### src/rtl/tme_pkg.sv
// ----------------------------------------------------------------------------
// tme_pkg
// shared types and constants for the triangular matrix expression unit
// ----------------------------------------------------------------------------
package tme_pkg;

  localparam int MaxSizeDefault = 8;
  localparam int SizeWidth      = 4;
  localparam int ElemWidth      = 16;
  localparam int SqWidth        = 36;
  localparam int CWidth         = 56;

  typedef struct packed {
    logic signed [ElemWidth-1:0] a_value;
    logic signed [ElemWidth-1:0] b_value;
  } in_item_t;

  typedef struct packed {
    logic signed [CWidth-1:0] c_value;
    logic                     last_out;
  } out_item_t;

  // controller to datapath commands
  typedef struct packed {
    logic clear_acc;   // start a new sum
    logic mac;         // accumulate one step's products
    logic sq_phase;    // 1: a*a sums, 0: output sums
    logic write_sq;    // store finished a*a entry
    logic emit;        // drive finished c element
  } dp_cmd_t;

  typedef enum logic [3:0] {
    ST_LOAD = 4'b0001,
    ST_SQ   = 4'b0010,
    ST_OUT  = 4'b0100,
    ST_EMIT = 4'b1000
  } state_t;

endpackage

### src/rtl/tme_ctrl.sv
// ----------------------------------------------------------------------------
// tme_ctrl
// load counter and compute sequencer
// ----------------------------------------------------------------------------
module tme_ctrl import tme_pkg::*; #(
  parameter int MAX_SIZE = MaxSizeDefault
) (
  input  logic                        clk,
  input  logic                        rst,
  input  logic                        start,
  input  logic                        cfg_we,
  input  logic [SizeWidth-1:0]        cfg_data,
  output logic                        busy,
  output logic                        load_we,
  output logic [$clog2(MAX_SIZE*MAX_SIZE)-1:0] load_addr,
  output dp_cmd_t                     cmd,
  output logic [$clog2(MAX_SIZE)-1:0] r,
  output logic [$clog2(MAX_SIZE)-1:0] c,
  output logic [$clog2(MAX_SIZE)-1:0] k,
  output logic                        last_elem
);
  localparam int IW = $clog2(MAX_SIZE);
  localparam int AW = $clog2(MAX_SIZE*MAX_SIZE);
  localparam int Drain = 3;

  state_t state, state_next;
  logic [SizeWidth-1:0] size_reg;
  logic [IW:0] n;
  logic [IW-1:0] lr, lc, nm1;
  logic [1:0] drain;

  always_comb begin
    if (size_reg == '0) n = (IW+1)'(1);
    else if (32'(size_reg) > MAX_SIZE) n = (IW+1)'(MAX_SIZE);
    else n = (IW+1)'(size_reg);
  end
  assign nm1 = IW'(n - 1'b1);

  assign busy      = (state != ST_LOAD);
  assign load_we   = start && !busy;
  assign load_addr = AW'(lr * MAX_SIZE + lc);
  assign last_elem = (r == nm1) && (c == nm1);

  always_comb begin
    cmd = '0;
    cmd.sq_phase  = (state == ST_SQ);
    cmd.mac       = (state == ST_SQ) || (state == ST_OUT);
    cmd.clear_acc = cmd.mac && (k == '0);
    cmd.write_sq  = (state == ST_SQ) && (k == nm1);
    cmd.emit      = (state == ST_OUT) && (k == nm1);
  end

  always_comb begin
    state_next = state;
    unique case (state)
      ST_LOAD: if (load_we && lr == nm1 && lc == nm1) state_next = ST_SQ;
      ST_SQ:   if (k == nm1 && r == nm1 && c == nm1) state_next = ST_EMIT;
      ST_EMIT: if (drain == 2'(Drain - 1)) state_next = ST_OUT;
      ST_OUT:  if (k == nm1 && r == nm1 && c == nm1) state_next = ST_LOAD;
      default: state_next = ST_LOAD;
    endcase
  end

  always_ff @(posedge clk) begin
    if (rst) begin
      state <= ST_LOAD; size_reg <= SizeWidth'(MAX_SIZE);
      lr <= '0; lc <= '0; r <= '0; c <= '0; k <= '0; drain <= '0;
    end else begin
      state <= state_next;
      if (cfg_we) begin
        size_reg <= cfg_data; lr <= '0; lc <= '0;
      end else if (load_we) begin
        if (lc == nm1) begin
          lc <= '0; lr <= (lr == nm1) ? '0 : lr + 1'b1;
        end else lc <= lc + 1'b1;
      end
      // drain waits for the last a*a entry to reach the store
      drain <= (state == ST_EMIT) ? drain + 1'b1 : '0;
      if (state == ST_SQ || state == ST_OUT) begin
        if (k == nm1) begin
          k <= '0;
          if (c == nm1) begin
            c <= '0; r <= (r == nm1) ? '0 : r + 1'b1;
          end else c <= c + 1'b1;
        end else k <= k + 1'b1;
      end
    end
  end
endmodule

### config.mk
export PLATFORM = sky130hd
export DESIGN_NAME = tme_ctrl
export DESIGN_NICKNAME = d
export VERILOG_FILES = /design/src/rtl/tme_pkg.sv /design/src/rtl/tme_ctrl.sv
export SDC_FILE = /design/constraint.sdc
export NUM_CORES = 1
export LEC_CHECK = 0
export CORE_ASPECT_RATIO = 1.1
export CORE_MARGIN = 10
export CORE_UTILIZATION = 55
export CTS_BUF_LIST = sky130_fd_sc_hd__clkbuf_4 sky130_fd_sc_hd__clkbuf_8 sky130_fd_sc_hd__clkbuf_16
export DETAILED_ROUTE_END_ITERATION = 10
export DONT_BUFFER_PORTS = 1
export PLACE_DENSITY = 0.75
export SLEW_MARGIN = 20
export SYNTH_ARGS = -nofsm -noshare
export SYNTH_HDL_FRONTEND = slang
export SYNTH_SLANG_ARGS = --single-unit
### constraint.sdc
create_clock -name clk -period 5.9 [get_ports clk]
set_input_delay 0.295 -clock clk [delete_from_list [all_inputs] [get_ports clk]]
set_output_delay 0.295 -clock clk [all_outputs]
set_load 0.01 [all_outputs]
# --- After elaboration in Yosys (flattened, before gate mapping) ---
# Index checks and enable logic that the tools add are counted.
word_totals:
  latchBits: 0
  romBits: 0
  ff_bits: 25
  inputBits: 8
  out_inout_bits: 23
  mem_count: 0
  word_cells: 64
  ramBits: 0
op_classes:
  addsub: 8
  mux: 12
  bitwise_logic: 1
  n_div: 0
  n_reduce_logical: 19
  shifts: 0
  n_mul: 0
  n_eq_ne: 15
  magnitude_cmp: 1
ops:
  columns: ["cell", "count"]
  rows:
  - ["$mux 3", 7]
  - ["$mux 4", 4]
  - ["$pmux 4 s4", 1]
  - ["$add 3x1->3 const B", 5]
  - ["$eq 3x3->1", 5]
  - ["$logic_and 1x1->1", 9]
  - ["$add 6x3->6", 1]
  - ["$eq 4x1->1 const B", 1]
  - ["$eq 4x2->1 const B", 1]
  - ["$eq 4x3->1 const B", 1]
  - ["$eq 4x4->1 const B", 1]
  - ["$gt 4x4->1 const B", 1]
  - ["$logic_not 4->1", 1]
  - ["$ne 2x1->1 const B", 2]
  - ["$ne 2x2->1 const B", 2]
  - ["$ne 4x1->1 const B", 1]
  - ["$reduce_and 2->1", 2]
  - ["$reduce_and 4->1", 1]
  - ["$reduce_or 2->1", 2]
  - ["$logic_not 3->1", 1]
  - ["$reduce_and 3->1", 1]
  - ["$sub 3x1->3 const B", 1]
  - ["$add 2x1->2 const B", 1]
  - ["$eq 2x2->1 const B", 1]
  - ["3 further kinds", 3]

# --- Longest topological paths before layout ---
# Gate-level depths: netlist of the first run.
logic_depth:
  word_depth: 9
  mapped_depth: 10
  mapped_depth_nobuf: 8

# --- Worst setup path before layout of the first run ---
# Ideal clock, no wire load.
synth_timing:
  kind: "register to register"
  start: "reg size_reg[1]"
  end: "reg state[0]"
  arrival_ns: 2.506
  stages_incl_launch_ff: 11
  synth_period_minus_slack_ns: 2.628
  t_required_ns: 5.778
  setup_ns: 0.122
  n_path_buf: 2
  path_slack_ns: 3.272
  path_cell_list: "dfxtp_1 o21ba_1 buf_2 or2_2 ha_1 buf_4 xor2_1 nand3_4 a211o_1 o21a_1 a311o_1"
synth_via:
  elab_chain_len: 9
  word_cells_on_any_way: 18
  cone_classes: "1 x add/sub; 1 x order compare; 8 x eq/ne; 2 x mux; 6 x reduce/logical"
synth_lines:
  columns: ["element", "line", "source"]
  rows:
  - ["from (decl)", "tme_ctrl.sv:27", "logic [SizeWidth-1:0] size_reg;"]
  - ["from (signal assigned)", "tme_ctrl.sv:66", "state <= ST_LOAD; size_reg <= SizeWidth'(MAX_SIZE);"]
  - ["from (signal assigned)", "tme_ctrl.sv:71", "size_reg <= cfg_data; lr <= '0; lc <= '0;"]
  - ["$gt 4x4->1", "tme_ctrl.sv:34", "else if (32'(size_reg) > MAX_SIZE) n = (IW+1)'(MAX_SIZE);"]
  - ["$mux 3", "tme_ctrl.sv:34", null]
  - ["$mux 3 *", "tme_ctrl.sv:33", "if (size_reg == '0) n = (IW+1)'(1);"]
  - ["$sub 3x1->3 *", "tme_ctrl.sv:37", "assign nm1 = IW'(n - 1'b1);"]
  - ["$eq 3x3->1 (on tied branches)", "tme_ctrl.sv:56, tme_ctrl.sv:57, tme_ctrl.sv:59", null]
  - ["$logic_and 1x1->1 (on tied branches) (2 in a row)", "tme_ctrl.sv:56, tme_ctrl.sv:57, tme_ctrl.sv:59", null]
  - ["$ne 2x2->1 (no line) / $ne 2x1->1 (equally long branches)", null, null]
  - ["$reduce_and 4->1 (no line) *", null, null]
  - ["to (signal assigned)", "tme_ctrl.sv:69", "state <= state_next;"]
  - ["to (decl)", "tme_ctrl.sv:26", "state_t state, state_next;"]
# Mark *: on every way between the ends. The rest lies on a longest branch, timed or not.
# A chain may end at the register's enable or synchronous reset.

==> impl_summary.log, run 1 <==
[metrics] status: completed
[metrics] kind of launch point of the worst setup path: register
[metrics] worst reg2reg startpoint: size_reg[1]
[metrics] Worst setup EP type: output port
[metrics] number of flops mapped to enable cells by yosys: 0
[metrics] worst min path class: in -> reg
[metrics] Mapped Area: roughly 1700 um2
[metrics] clock transition at the registers of the reported paths: 0.14 ns
[metrics] number of storage elements in the synthesis netlist: 25
[metrics] area of the core: 2850 um2
[metrics] first-pass GRT wire length: 6490 um
[metrics] number of synthesis warnings: 0
[metrics] summed negative setup slack over all endpoints: 0 ns
[metrics] reg-to-reg setup timing slack: 3.08 ns
[metrics] instance count after placement with tap cells included: 210
[metrics] number of fillers in the final layout: 277
[metrics] highest attainable clock frequency: 347 MHz
[metrics] number of DRC violations after detailed-routing iteration 0: 48
[metrics] global route total overflow: 0
[metrics] cell type of the slowest stage on the worst timing path: ha_1
[metrics] first-pass iteration count of the detailed router: 5
[metrics] number of hold violations in the final report: 0
[metrics] top cells by area in the synthesized netlist: dfxtp_1 30%, xnor3_1 6.7%, ha_1 6.0%, mux2i_1 4.2%, xor2_1 4.2%
[metrics] half-perimeter wire length after detailed placement: 3020 um
[metrics] number of top-level pins: 31
[metrics] Placer Congestion: 0.837
[metrics] Setup Fix Bufs, Post-CTS: 0
[metrics] share of synthesized flip-flops with an asynchronous set or reset: 0%
[metrics] # clock sinks: 25
[metrics] total nets after synthesis: slightly above 200
[metrics] WHS Endpoint: k[1]
[metrics] Synth Area per Inst: ~8.9 um2
[metrics] critical path data required time: ~5.6 ns
[metrics] Worst IR Drop VDD: 138 uV
[metrics] Diodes inserted: 0
[metrics] global-route usage over all layers: 13.6%
[metrics] Total Die Area: 5670 um2
[metrics] maximum fanout encountered on the critical timing path: 12
[metrics] deepest level of the CTS H-tree: 1
[metrics] startpoint of the tightest hold check path: rst
[metrics] via count: 1384
[metrics] gate count after technology mapping: 188
[metrics] count of cells along the worst register-to-register path: 7
[metrics] Resize count post-CTS: 0
[metrics] vias in the first global route: 1405
[metrics] number of buffers added to fix hold violations after cts: 0
[metrics] leakage power of the design: 0.730 nW
[metrics] number of buffers on the longest clock path: 2
[metrics] number of DRC violations after detailed routing: 0
[metrics] antenna violations before repair: 0
[metrics] final non-filler cell total: 215
[metrics] final setup violation count: 0
[metrics] WS Path Type: reg -> out
[metrics] Synth Flop Type: dfxtp_1
[metrics] cells traversed along the worst timing path: o21ba_1, or2_2, ha_1, xor2_1, o211a_1, and2_1
[metrics] DRT antenna net count: 0
[metrics] TritonCTS clock tree: built
[metrics] sequential element share of the synthesized area: slightly below 30%
[metrics] setup repair after global routing missed its margin: no
[metrics] Final min period: 2.88 ns
[metrics] total wire length after detailed routing: roughly 3800 um
[metrics] number of stages on the worst hold path: 1
[metrics] Post-layout nets: 199
[metrics] Final Max Slew Viols: 0
[metrics] total power divided by cell area: 167 nW/um2
[metrics] transition at the pin with the smallest max-transition slack: 0.496 ns
[metrics] share of cells above drive strength 1: ~6.6%
[metrics] max incr delay on CP: 0.42 ns
[metrics] Arr. time, crit path: 2.58 ns
[metrics] Clock Skew: ~0.0075 ns
[metrics] effective utilization at floorplan: 58.9%
[metrics] largest net degree at the start of global routing: 18
[metrics] number of core rows: 20
[metrics] Avg Vias per Cell: 6.44
[metrics] cell taking the most area after synthesis: dfxtp_1
[metrics] vertical die dimension: between 70 and 80 um
[metrics] top-area cell type share of the netlist area: between 20% and 30%
[metrics] drt wl/cell: ~18 um
[metrics] Port Buffers: 0
[metrics] max capacitance violation total: 0
[metrics] worst rel slew slack: between 60% and 70%
[metrics] number of distinct library cells after synthesis: 50
[metrics] final worst-path cycle share: 48.8%
[metrics] power consumption: between 200 and 300 uW
[metrics] clock buffer count from CTS: 3
[metrics] clock root buffer master: clkbuf_4
[metrics] clock latency reported for the late side of the worst-skew pair: 0.32 ns
[metrics] die extent in x: 72.7 um
[metrics] reg2reg end: c[2]
[metrics] Area Overhead vs Synth: 0.967%
-- Yosys cell counts (2+ instances only) --
master / count
nor2_1: 8
nand2b_1: 3
buf_2: 2
buf_4: 3
clkbuf_1: 4
nand4_1: 5
nor4_1: 2
or2_2: 2
and2_1: 3
a21oi_1: 11
inv_1: 10
ha_1: 8
nor2b_1: 2
xnor2_1: 2
mux2i_1: 7
o21a_1: 4
nand3_1: 5
xnor3_1: 5
nand2_1: 11
o2111ai_1: 3
o21ai_0: 7
nor3_1: 13
xor2_1: 8
o211a_1: 2
dfxtp_1: 25
o211ai_1: 3
or3_1: 6
o21ai_1: 2
-- area by class of cell --
cell class,count,area (um2),share of cell area [%]
multi-input combinational,141,1080,63.4
inverter,11,41.3,2.43
timing repair buffer,1,10.0,0.590
clock inverter,1,5.00,0.295
sequential,25,500,29.5
clock buffer,3,22.5,1.33
tap,33,41.3,2.43
-- metrics by stage --
| step | cell area (um2) | setup WS [ns] | util (%) | hold WS (ns) |
|---|---|---|---|---|
| floorplan | 1680 | 3.27 | - | 0.401 |
| global placement | 1660 | 3.25 | 58.2 | 0.368 |
| detailed placement | 1660 | 3.16 | 58.2 | 0.369 |
| CTS | 1690 | 3.01 | 59.2 | 0.0136 |
| global route | 1700 | 2.81 | 59.5 | 0.00139 |
| finish | 1700 | 3.02 | 59.5 | 0.0255 |
-- worst max path at each step --
| stage | startpoint | endpoint | slack (ns) | cells after the start |
|---|---|---|---|---|
| CTS | size_reg[1] | cmd[0] | 3.01 | 6 |
| finish | size_reg[1] | cmd[1] | 3.02 | 6 |
| global placement | size_reg[1] | state[0] | 3.25 | 8 |
| global route | size_reg[1] | cmd[1] | 2.81 | 6 |
| detailed placement | size_reg[1] | c[2] | 3.16 | 7 |
| floorplan | size_reg[1] | state[0] | 3.27 | 10 |
-- critical path, delay by kind of cell (launching register included) --
kind | cells | cell delay, ns
AOI/OAI and AO/OA | 2 | 0.58
and+or+nand+nor | 2 | 0.53
DFF | 1 | 0.36
xor gates and xnor gates | 1 | 0.37
adders and majority gates | 1 | 0.42
-- cells in the final DEF (no fill, tap or decap), types with 6 or more instances in the layout --
master   netlist  routed
dfxtp_1       25      25
nor3_1        13      13
nand2_1       11      11
a21oi_1       11      11
inv_1         10      10
xor2_1         8       8
nor2_1         8       8
ha_1           8       8
mux2i_1        7       7
o21ai_0        7       7
or3_1          6       6
-- routing by layer --
layer	up-vias	track usage, %	share of wire [%]
met5	-	0	0
met2	52	22.0	48
met1	649	16.2	41
met4	0	5.32	2.2
met3	10	4.33	9.1
li1	673	-	-
-- where the power goes --
| group | switching (mW) | internal, mW | leakage (nW) |
|---|---|---|---|
| Sequential | 0.00385 | 0.171 | 0.202 |
| Combinational | 0.0168 | 0.0144 | 0.510 |
| Clock | 0.0521 | 0.0254 | 0.0177 |
| Total | 0.0728 | 0.211 | 0.730 |
-- logic make-up (layout without fill, tap and decap cells) --
| kind of cell | after synthesis | count (layout) | synth area share, % |
|---|---|---|---|
| AOI/OAI and AO/OA | 44 | 44 | 19.0 |
| xor gates and xnor gates | 15 | 15 | 11.9 |
| adders and majority gates | 8 | 8 | 5.95 |
| buffers and inverters | 22 | 16 | 6.18 |
| DFF | 25 | 25 | 29.8 |
| muxes | 7 | 7 | 4.17 |
| and+or+nand+nor | 67 | 67 | 23.0 |
(Power assumes the default switching activity.)
==> inputs of run 2 (changes only) <==
==> constraint.sdc (replaced) <==
create_clock -name clk -period 2.8 [get_ports clk]
set_input_delay 0.14 -clock clk [delete_from_list [all_inputs] [get_ports clk]]
set_output_delay 0.14 -clock clk [all_outputs]
set_load 0.01 [all_outputs]
==> run 2 against run 1 <==
Against the previous run:
- first-iteration DRC count up 120%
- clock skew is 0.0017 ns lower
- clock power up 120%
- final cell count up 4.7%
==> impl_summary.log, run 2 (synthesis gave the netlist of run 1 again) <==
[metrics] status: completed (unchanged)
[metrics] Net Switching: 172 uW (was 72.8 uW)
[metrics] detailed-routing wirelength on met1: 1630 um (was 1550 um)
[metrics] # clock sinks: 25 (unchanged)
[metrics] vias in the first global route: 1479 (was 1405)
[metrics] net switching fraction of the power: 27.3% (was 25.7%)
[metrics] critical path data required time: 3.05 ns (was 5.61 ns)
[metrics] Final Max Slew Viols: 0 (unchanged)
[metrics] effective utilization at floorplan: 58.9% (unchanged)
[metrics] die extent in x: 72.7 um (unchanged)
[metrics] TritonCTS clock tree: built (unchanged)
[metrics] half-perimeter wire length after detailed placement: 3130 um (was 3020 um)
[metrics] global-route usage over all layers: 15.2% (was 13.6%)
[metrics] met3 wire length: 282 um (was 343 um)
[metrics] worst min path class: in -> reg (unchanged)
[metrics] cell type of the slowest stage on the worst timing path: ha_2 (was ha_1)
[metrics] Placer Congestion: 0.883 (was 0.837)
[metrics] max incr delay on CP: 0.44 ns (was 0.42 ns)
[metrics] antenna violations before repair: 0 (unchanged)
[metrics] clock root buffer master: clkbuf_4 (unchanged)
[metrics] clock buffer count from CTS: 3 (unchanged)
[metrics] total internal power: 458 uW (was 211 uW)
[metrics] share of cells above drive strength 1: 8.33% (was 6.59%)
[metrics] number of buffers on the longest clock path: 2 (unchanged)
[metrics] global route total overflow: 0 (unchanged)
[metrics] number of hold violations in the final report: 0 (unchanged)
[metrics] startpoint of the tightest hold check path: rst (unchanged)
[metrics] fraction of power consumed by the clock network: 27.4% (was 27.3%)
[metrics] Port Buffers: 0 (unchanged)
[metrics] setup repair after global routing missed its margin: no (unchanged)
[metrics] vertical die dimension: 78.0 um (unchanged)
[metrics] Clock Skew: 0.00577 ns (was 0.00750 ns)
[metrics] routed wire length on met2: 2090 um (was 1810 um)
[metrics] Setup Fix Bufs, Post-CTS: 0 (unchanged)
[metrics] highest attainable clock frequency: ~380 MHz
[metrics] largest net degree at the start of global routing: 17 (was 18)
[metrics] Max Used Layer: met4 (unchanged)
[metrics] Final min period: 2.67 ns
[metrics] final worst-path cycle share: 95.2%
[metrics] most frequent cells in the layout: 25 x dfxtp_1, 13 x nor3_1, 11 x nand2_1, 11 x a21oi_1, 10 x inv_1 (unchanged)
[metrics] power consumption: 630 uW (was 284 uW)
[metrics] Arr. time, crit path: 2.91 ns (was 2.58 ns)
[metrics] WS Path Type: reg -> reg (was reg -> out)
[metrics] total power divided by cell area: 350 nW/um2 (was 167 nW/um2)
[metrics] kind of launch point of the worst setup path: register (unchanged)
[metrics] cell family contributing the most delay on the critical path: compound AO/OA/AOI/OAI gates (unchanged)
[metrics] area of the core: 2850 um2 (unchanged)
[metrics] summed negative setup slack over all endpoints: 0 ns (unchanged)
[metrics] deepest level of the CTS H-tree: 1 (unchanged)
[metrics] total wire length after detailed routing: 4120 um (was 3780 um)
[metrics] number of core rows: 20 (unchanged)
[metrics] first-pass GRT wire length: 7020 um (was 6490 um)
[metrics] Avg Vias per Cell: 6.35 (was 6.44)
[metrics] leakage power of the design: 0.769 nW (was 0.730 nW)
[metrics] instance area at placement: 1680 um2 (was 1660 um2)
[metrics] Diodes inserted: 0 (unchanged)
[metrics] maximum fanout encountered on the critical timing path: 5 (was 12)
[metrics] number of DRC violations after detailed routing: 0 (unchanged)
[metrics] Buf/Inv on CP: 0 (unchanged)
[metrics] final core utilization: 63.2% (was 59.5%)
[metrics] worst rel slew slack: 60.7% (was 66.7%)
[metrics] number of DRC violations after detailed-routing iteration 0: 104 (was 48)
[metrics] Worst setup EP type: register (was output port)
[metrics] Post-layout nets: 209 (was 199)
[metrics] cells traversed along the worst timing path: o21ba_1, or2_2, ha_2, xor2_1, nand3_4, a211o_1, o21a_1, a311o_1 (was o21ba_1, or2_2, ha_1, xor2_1, o211a_1, and2_1)
[metrics] first-pass iteration count of the detailed router: 4 (was 5)
[metrics] Area Overhead vs Synth: 7.22% (was 0.967%)
[metrics] launching instance or port of the critical path: size_reg[1] (unchanged)
[metrics] cell area after layout: 1800 um2 (was 1700 um2)
[metrics] max capacitance violation total: 0 (unchanged)
[metrics] clock latency reported for the late side of the worst-skew pair: 0.34 ns (was 0.32 ns)
[metrics] final setup violation count: 0 (unchanged)
[metrics] proportion of power drawn by combinational gates: 14.6% (was 11.0%)
[metrics] relative contribution of sequential cells to total power: 58.0% (was 61.6%)
[metrics] clock transition at the registers of the reported paths: 0.14 ns (about the same)
[metrics] Worst IR Drop VDD: 274 uV (was 138 uV)
[metrics] number of top-level pins: 31 (unchanged)
[metrics] transition at the pin with the smallest max-transition slack: 0.588 ns (was 0.496 ns)
[metrics] via count: 1428 (was 1384)
[metrics] drt wl/cell: 18.3 um (was 17.6 um)
[metrics] Total Die Area: 5670 um2 (unchanged)
[metrics] worst reg2reg startpoint: size_reg[1] (unchanged)
[metrics] DRT antenna net count: 0 (unchanged)
[metrics] commonest non-fill, non-tap cell in the layout: dfxtp_1 (unchanged)
==> run 2: cell types whose count changed in the layout (fill, tap and decap cells not counted), sizes merged <==
cell         change
dlygate4sd3      +8
buf              +2
==> run 2: worst register-to-register path, cell delays in order, from the launching register on <==
cell and delay [ns]:
dfxtp_1 0.36, o21ba_1 0.20, or2_2 0.31, ha_2 0.44
xor2_1 0.27, nand3_4 0.12, a211o_1 0.33, o21a_1 0.22
a311o_1 0.32
==> run 2: final timing paths <==
path         endpoint  slack, ns  depth (start not counted)
max reg2reg  state[0]       0.13                          8
min reg2reg  drain[0]       0.43                          1
min             lr[0]       0.03                          2
max          state[0]       0.13                          8
==> run 2: per-layer routing <==
| layer | up-vias | track usage, % |
|---|---|---|
| li1 | 695 | - |
| met1 | 673 | 17.0 |
| met2 | 49 | 25.4 |
| met3 | 11 | 4.20 |
| met4 | 0 | 7.79 |
| met5 | - | 0 |
==> run 2: what timing repair did <==
item / CTS / global route
endpoints found under the hold margin: 16 / 0
hold buffers: 9 / 0
endpoints found under the setup margin: 0 / 6
resized for setup: 0 / 2
==> run 2: area by class of cell <==
cell class,instances,area (um2)
well taps,33,41.3
fillers,245,1050
clock inverters,1,5.00
flip-flops and latches,25,500
inverters,11,41.3
repair buffers,11,105
multi-input cells,141,1090
clock buffers,3,22.5
==> run 2: metrics by stage <==
stage | setup slack [ns] | hold WS [ns] | std cells
finish | 0.135 | 0.0322 | 225
global route | 0.0257 | 0.0445 | 225
CTS | 0.0836 | 0.0320 | 225
detailed placement | 0.118 | 0.214 | 212
global placement | 0.270 | 0.214 | 212
floorplan | 0.172 | 0.267 | 188
==> run 2: power groups by stage <==
stage | clock network [mW] | registers [mW] | logic, mW
5_1_grt | 0.187 | 0.366 | 0.100
4_1_cts | 0.173 | 0.365 | 0.0886
3_5_place_dp | 0 | 0.373 | 0.0731
2_1_floorplan | 0 | 0.373 | 0.0666
6_report | 0.173 | 0.366 | 0.0918
3_3_place_gp | 0 | 0.373 | 0.0701
==> inputs of run 3 (changes only) <==
--- a/config.mk
+++ b/config.mk
@@ -7,11 +7,12 @@
 export LEC_CHECK = 0
 export CORE_ASPECT_RATIO = 1.1
 export CORE_MARGIN = 10
-export CORE_UTILIZATION = 55
+export CORE_UTILIZATION = 63
 export CTS_BUF_LIST = sky130_fd_sc_hd__clkbuf_4 sky130_fd_sc_hd__clkbuf_8 sky130_fd_sc_hd__clkbuf_16
 export DETAILED_ROUTE_END_ITERATION = 10
 export DONT_BUFFER_PORTS = 1
-export PLACE_DENSITY = 0.75
+export GPL_TIMING_DRIVEN = 0
+export PLACE_DENSITY = 0.84
 export SLEW_MARGIN = 20
 export SYNTH_ARGS = -nofsm -noshare
 export SYNTH_HDL_FRONTEND = slang
==> run 3 against run 2 <==
Against the previous run:
- final cell count up 0.89%
- first-iteration DRC count rose by 8.7%
- clock skew down 0.0021 ns
- via count is 2.9% higher
- non-clock buffer count grew 4
- combinational power shrank 3.4%
- sequential power about the same
- critical path type unchanged
- largest power group unchanged
==> impl_summary.log, run 3 (synthesis gave the netlist of run 1 again) <==
[metrics] Final Max Slew Viols: 0 (unchanged)
[metrics] highest attainable clock frequency: 371 MHz (was 375 MHz)
[metrics] WS Path Type: reg -> reg (unchanged)
[metrics] fraction of power consumed by the clock network: 27.8% (was 27.4%)
[metrics] total wire length after detailed routing: 4040 um (was 4120 um)
[metrics] critical path data required time: 3.03 ns (was 3.05 ns)
[metrics] largest net degree at the start of global routing: 14 (was 17)
[metrics] leakage power of the design: 0.782 nW (was 0.769 nW)
[metrics] Post-layout nets: 213 (was 209)
[metrics] maximum fanout encountered on the critical timing path: 12 (was 5)
[metrics] net switching fraction of the power: 26.3% (was 27.3%)
[metrics] detailed-routing wirelength on met1: 1620 um (was 1630 um)
[metrics] deepest level of the CTS H-tree: 1 (unchanged)
[metrics] half-perimeter wire length after detailed placement: 3080 um (was 3130 um)
[metrics] Total Die Area: 5140 um2 (was 5670 um2)
[metrics] first-pass iteration count of the detailed router: 4 (unchanged)
[metrics] Clock Skew: 0.00367 ns (was 0.00577 ns)
[metrics] worst rel slew slack: 61.6% (was 60.7%)
[metrics] status: completed (unchanged)
[metrics] commonest non-fill, non-tap cell in the layout: dfxtp_1 (unchanged)
[metrics] Worst IR Drop VDD: 327 uV (was 274 uV)
[metrics] DRT antenna net count: 0 (unchanged)
[metrics] final setup violation count: 0 (unchanged)
[metrics] relative contribution of sequential cells to total power: 58.2% (was 58.0%)
[metrics] drt wl/cell: 17.8 um (was 18.3 um)
[metrics] total power divided by cell area: 340 nW/um2 (was 350 nW/um2)
[metrics] first-pass GRT wire length: 6580 um (was 7020 um)
[metrics] transition at the pin with the smallest max-transition slack: 0.571 ns (was 0.588 ns)
[metrics] Worst setup EP type: register (unchanged)
[metrics] routed wire length on met2: 2070 um (was 2090 um)
[metrics] kind of launch point of the worst setup path: register (unchanged)
[metrics] number of hold violations in the final report: 0 (unchanged)
[metrics] max incr delay on CP: 0.40 ns (was 0.44 ns)
[metrics] final worst-path cycle share: 96.2% (was 95.2%)
[metrics] cell family contributing the most delay on the critical path: compound AO/OA/AOI/OAI gates (unchanged)
[metrics] Max Used Layer: met4 (unchanged)
[metrics] antenna violations before repair: 0 (unchanged)
[metrics] power consumption: 634 uW (was 630 uW)
[metrics] share of cells above drive strength 1: 14.8% (was 8.33%)
[metrics] Arr. time, crit path: 2.92 ns (was 2.91 ns)
[metrics] clock buffer count from CTS: 3 (unchanged)
[metrics] vias in the first global route: 1405 (was 1479)
[metrics] number of core rows: 19 (was 20)
[metrics] Area Overhead vs Synth: 10.9% (was 7.22%)
[metrics] number of fillers in the final layout: 190 (was 245)
[metrics] Final min period: 2.69 ns (was 2.67 ns)
[metrics] number of top-level pins: 31 (unchanged)
[metrics] Avg Vias per Cell: 6.48 (was 6.35)
[metrics] Diodes inserted: 0 (unchanged)
[metrics] effective utilization at floorplan: 66.7% (was 58.9%)
[metrics] setup repair after global routing missed its margin: no (unchanged)
[metrics] clock latency reported for the late side of the worst-skew pair: 0.32 ns (was 0.34 ns)
[metrics] total internal power: 467 uW (was 458 uW)
[metrics] instance count after placement with tap cells included: 219 (was 212)
[metrics] TritonCTS clock tree: built (unchanged)
[metrics] number of buffers on the longest clock path: 2 (unchanged)
[metrics] Port Buffers: 0 (unchanged)
[metrics] area of the core: 2520 um2 (was 2850 um2)
[metrics] global-route usage over all layers: 14.9% (was 15.2%)
[metrics] Buf/Inv on CP: 1 (was 0)
[metrics] proportion of power drawn by combinational gates: 14.0% (was 14.6%)
[metrics] via count: 1470 (was 1428)
[metrics] max capacitance violation total: 0 (unchanged)
[metrics] clock root buffer master: clkbuf_4 (unchanged)
[metrics] number of DRC violations after detailed-routing iteration 0: 113 (was 104)
[metrics] global route total overflow: 0 (unchanged)
[metrics] startpoint of the tightest hold check path: rst (unchanged)
[metrics] number of DRC violations after detailed routing: 0 (unchanged)
[metrics] die extent in x: 69.3 um (was 72.7 um)
[metrics] worst min path class: in -> reg (unchanged)
[metrics] vertical die dimension: 74.2 um (was 78.0 um)
[metrics] worst reg2reg startpoint: size_reg[1] (unchanged)
[metrics] Placer Congestion: 0.827 (was 0.883)
[metrics] # clock sinks: 25 (unchanged)
[metrics] clock transition at the registers of the reported paths: 0.14 ns (about the same)
[metrics] launching instance or port of the critical path: size_reg[1] (unchanged)
[metrics] cell type of the slowest stage on the worst timing path: xnor3_2 (was ha_2)
[metrics] most frequent cells in the layout: 23 x dfxtp_1, 13 x nor3_1, 11 x nand2_1, 11 x a21oi_1, 10 x inv_1 (was 25 x dfxtp_1, 13 x nor3_1, 11 x nand2_1, 11 x a21oi_1, 10 x inv_1)
[metrics] Net Switching: 167 uW (was 172 uW)
[metrics] final non-filler cell total: 227 (was 225)
[metrics] met3 wire length: 303 um (was 282 um)
[metrics] cells traversed along the worst timing path: o21ba_2, or2_2, ha_1, buf_4, xnor3_2, a211o_1, o21a_1, a311o_1 (was o21ba_1, or2_2, ha_2, xor2_1, nand3_4, a211o_1, o21a_1, a311o_1)
run 3: worst paths after layout:
path	to	slack [ns]	cells after the start
min	c[2]	0.05	2
min reg2reg	drain[0]	0.44	1
max	state[0]	0.11	8
max reg2reg	state[0]	0.11	8
run 3: through the flow:
step	area [um2]	utilization, %	hold slack, ns	setup TNS [ns]	setup WS (ns)
after floorplan	1680	-	0.267	0	0.172
after global placement	1720	68.3	0.277	0	0.00848
after detailed placement	1720	68.3	0.275	-0.219	-0.0777
after CTS	1810	71.7	0.0326	0	0.00314
after global routing	1860	74.0	0.0488	0	0.0366
final	1860	74.0	0.0528	0	0.108
run 3: worst register-to-register path: cells and delay by family, from the launching register on:
kind	cells	cell delay, ns
xor+xnor	1	0.40
fa+ha+maj	1	0.20
simple gates	1	0.32
flops	1	0.37
buf+inv	1	0.16
compound gates	4	1.15
run 3: repair_timing:
item                                    4_1_cts  5_1_grt
hold buffers                                  4        0
pin swaps                                     0        3
endpoints found under the hold margin         4        0
endpoints found under the setup margin        7        9
gates resized for setup                       3       10
buffers inserted                              0        2
run 3: layout make-up:
cell class,count,area [um2],share of cell area [%]
Timing Repair Buffer,6,55.1,2.95
Multi-Input combinational cell,141,1140,61.1
Sequential cell,25,503,27.0
Inverter,11,41.3,2.21
Buffer,9,57.6,3.09
Clock buffer,4,30.0,1.61
Tap cell,31,38.8,2.08
run 3: metal layers:
metal  GRT usage [%]  vias up
met5               0        -
met4            5.59        0
met3            3.86        8
met2            26.9       57
met1            16.6      702
li1                -      703
run 3: power by group through the flow:
stage / clock (mW) / sequential, mW / combinational [mW]
after detailed placement: 0 / 0.375 / 0.0792
after global placement: 0 / 0.374 / 0.0763
final: 0.176 / 0.369 / 0.0887
after global routing: 0.191 / 0.371 / 0.0977
after floorplan: 0 / 0.373 / 0.0666
after CTS: 0.178 / 0.367 / 0.0851
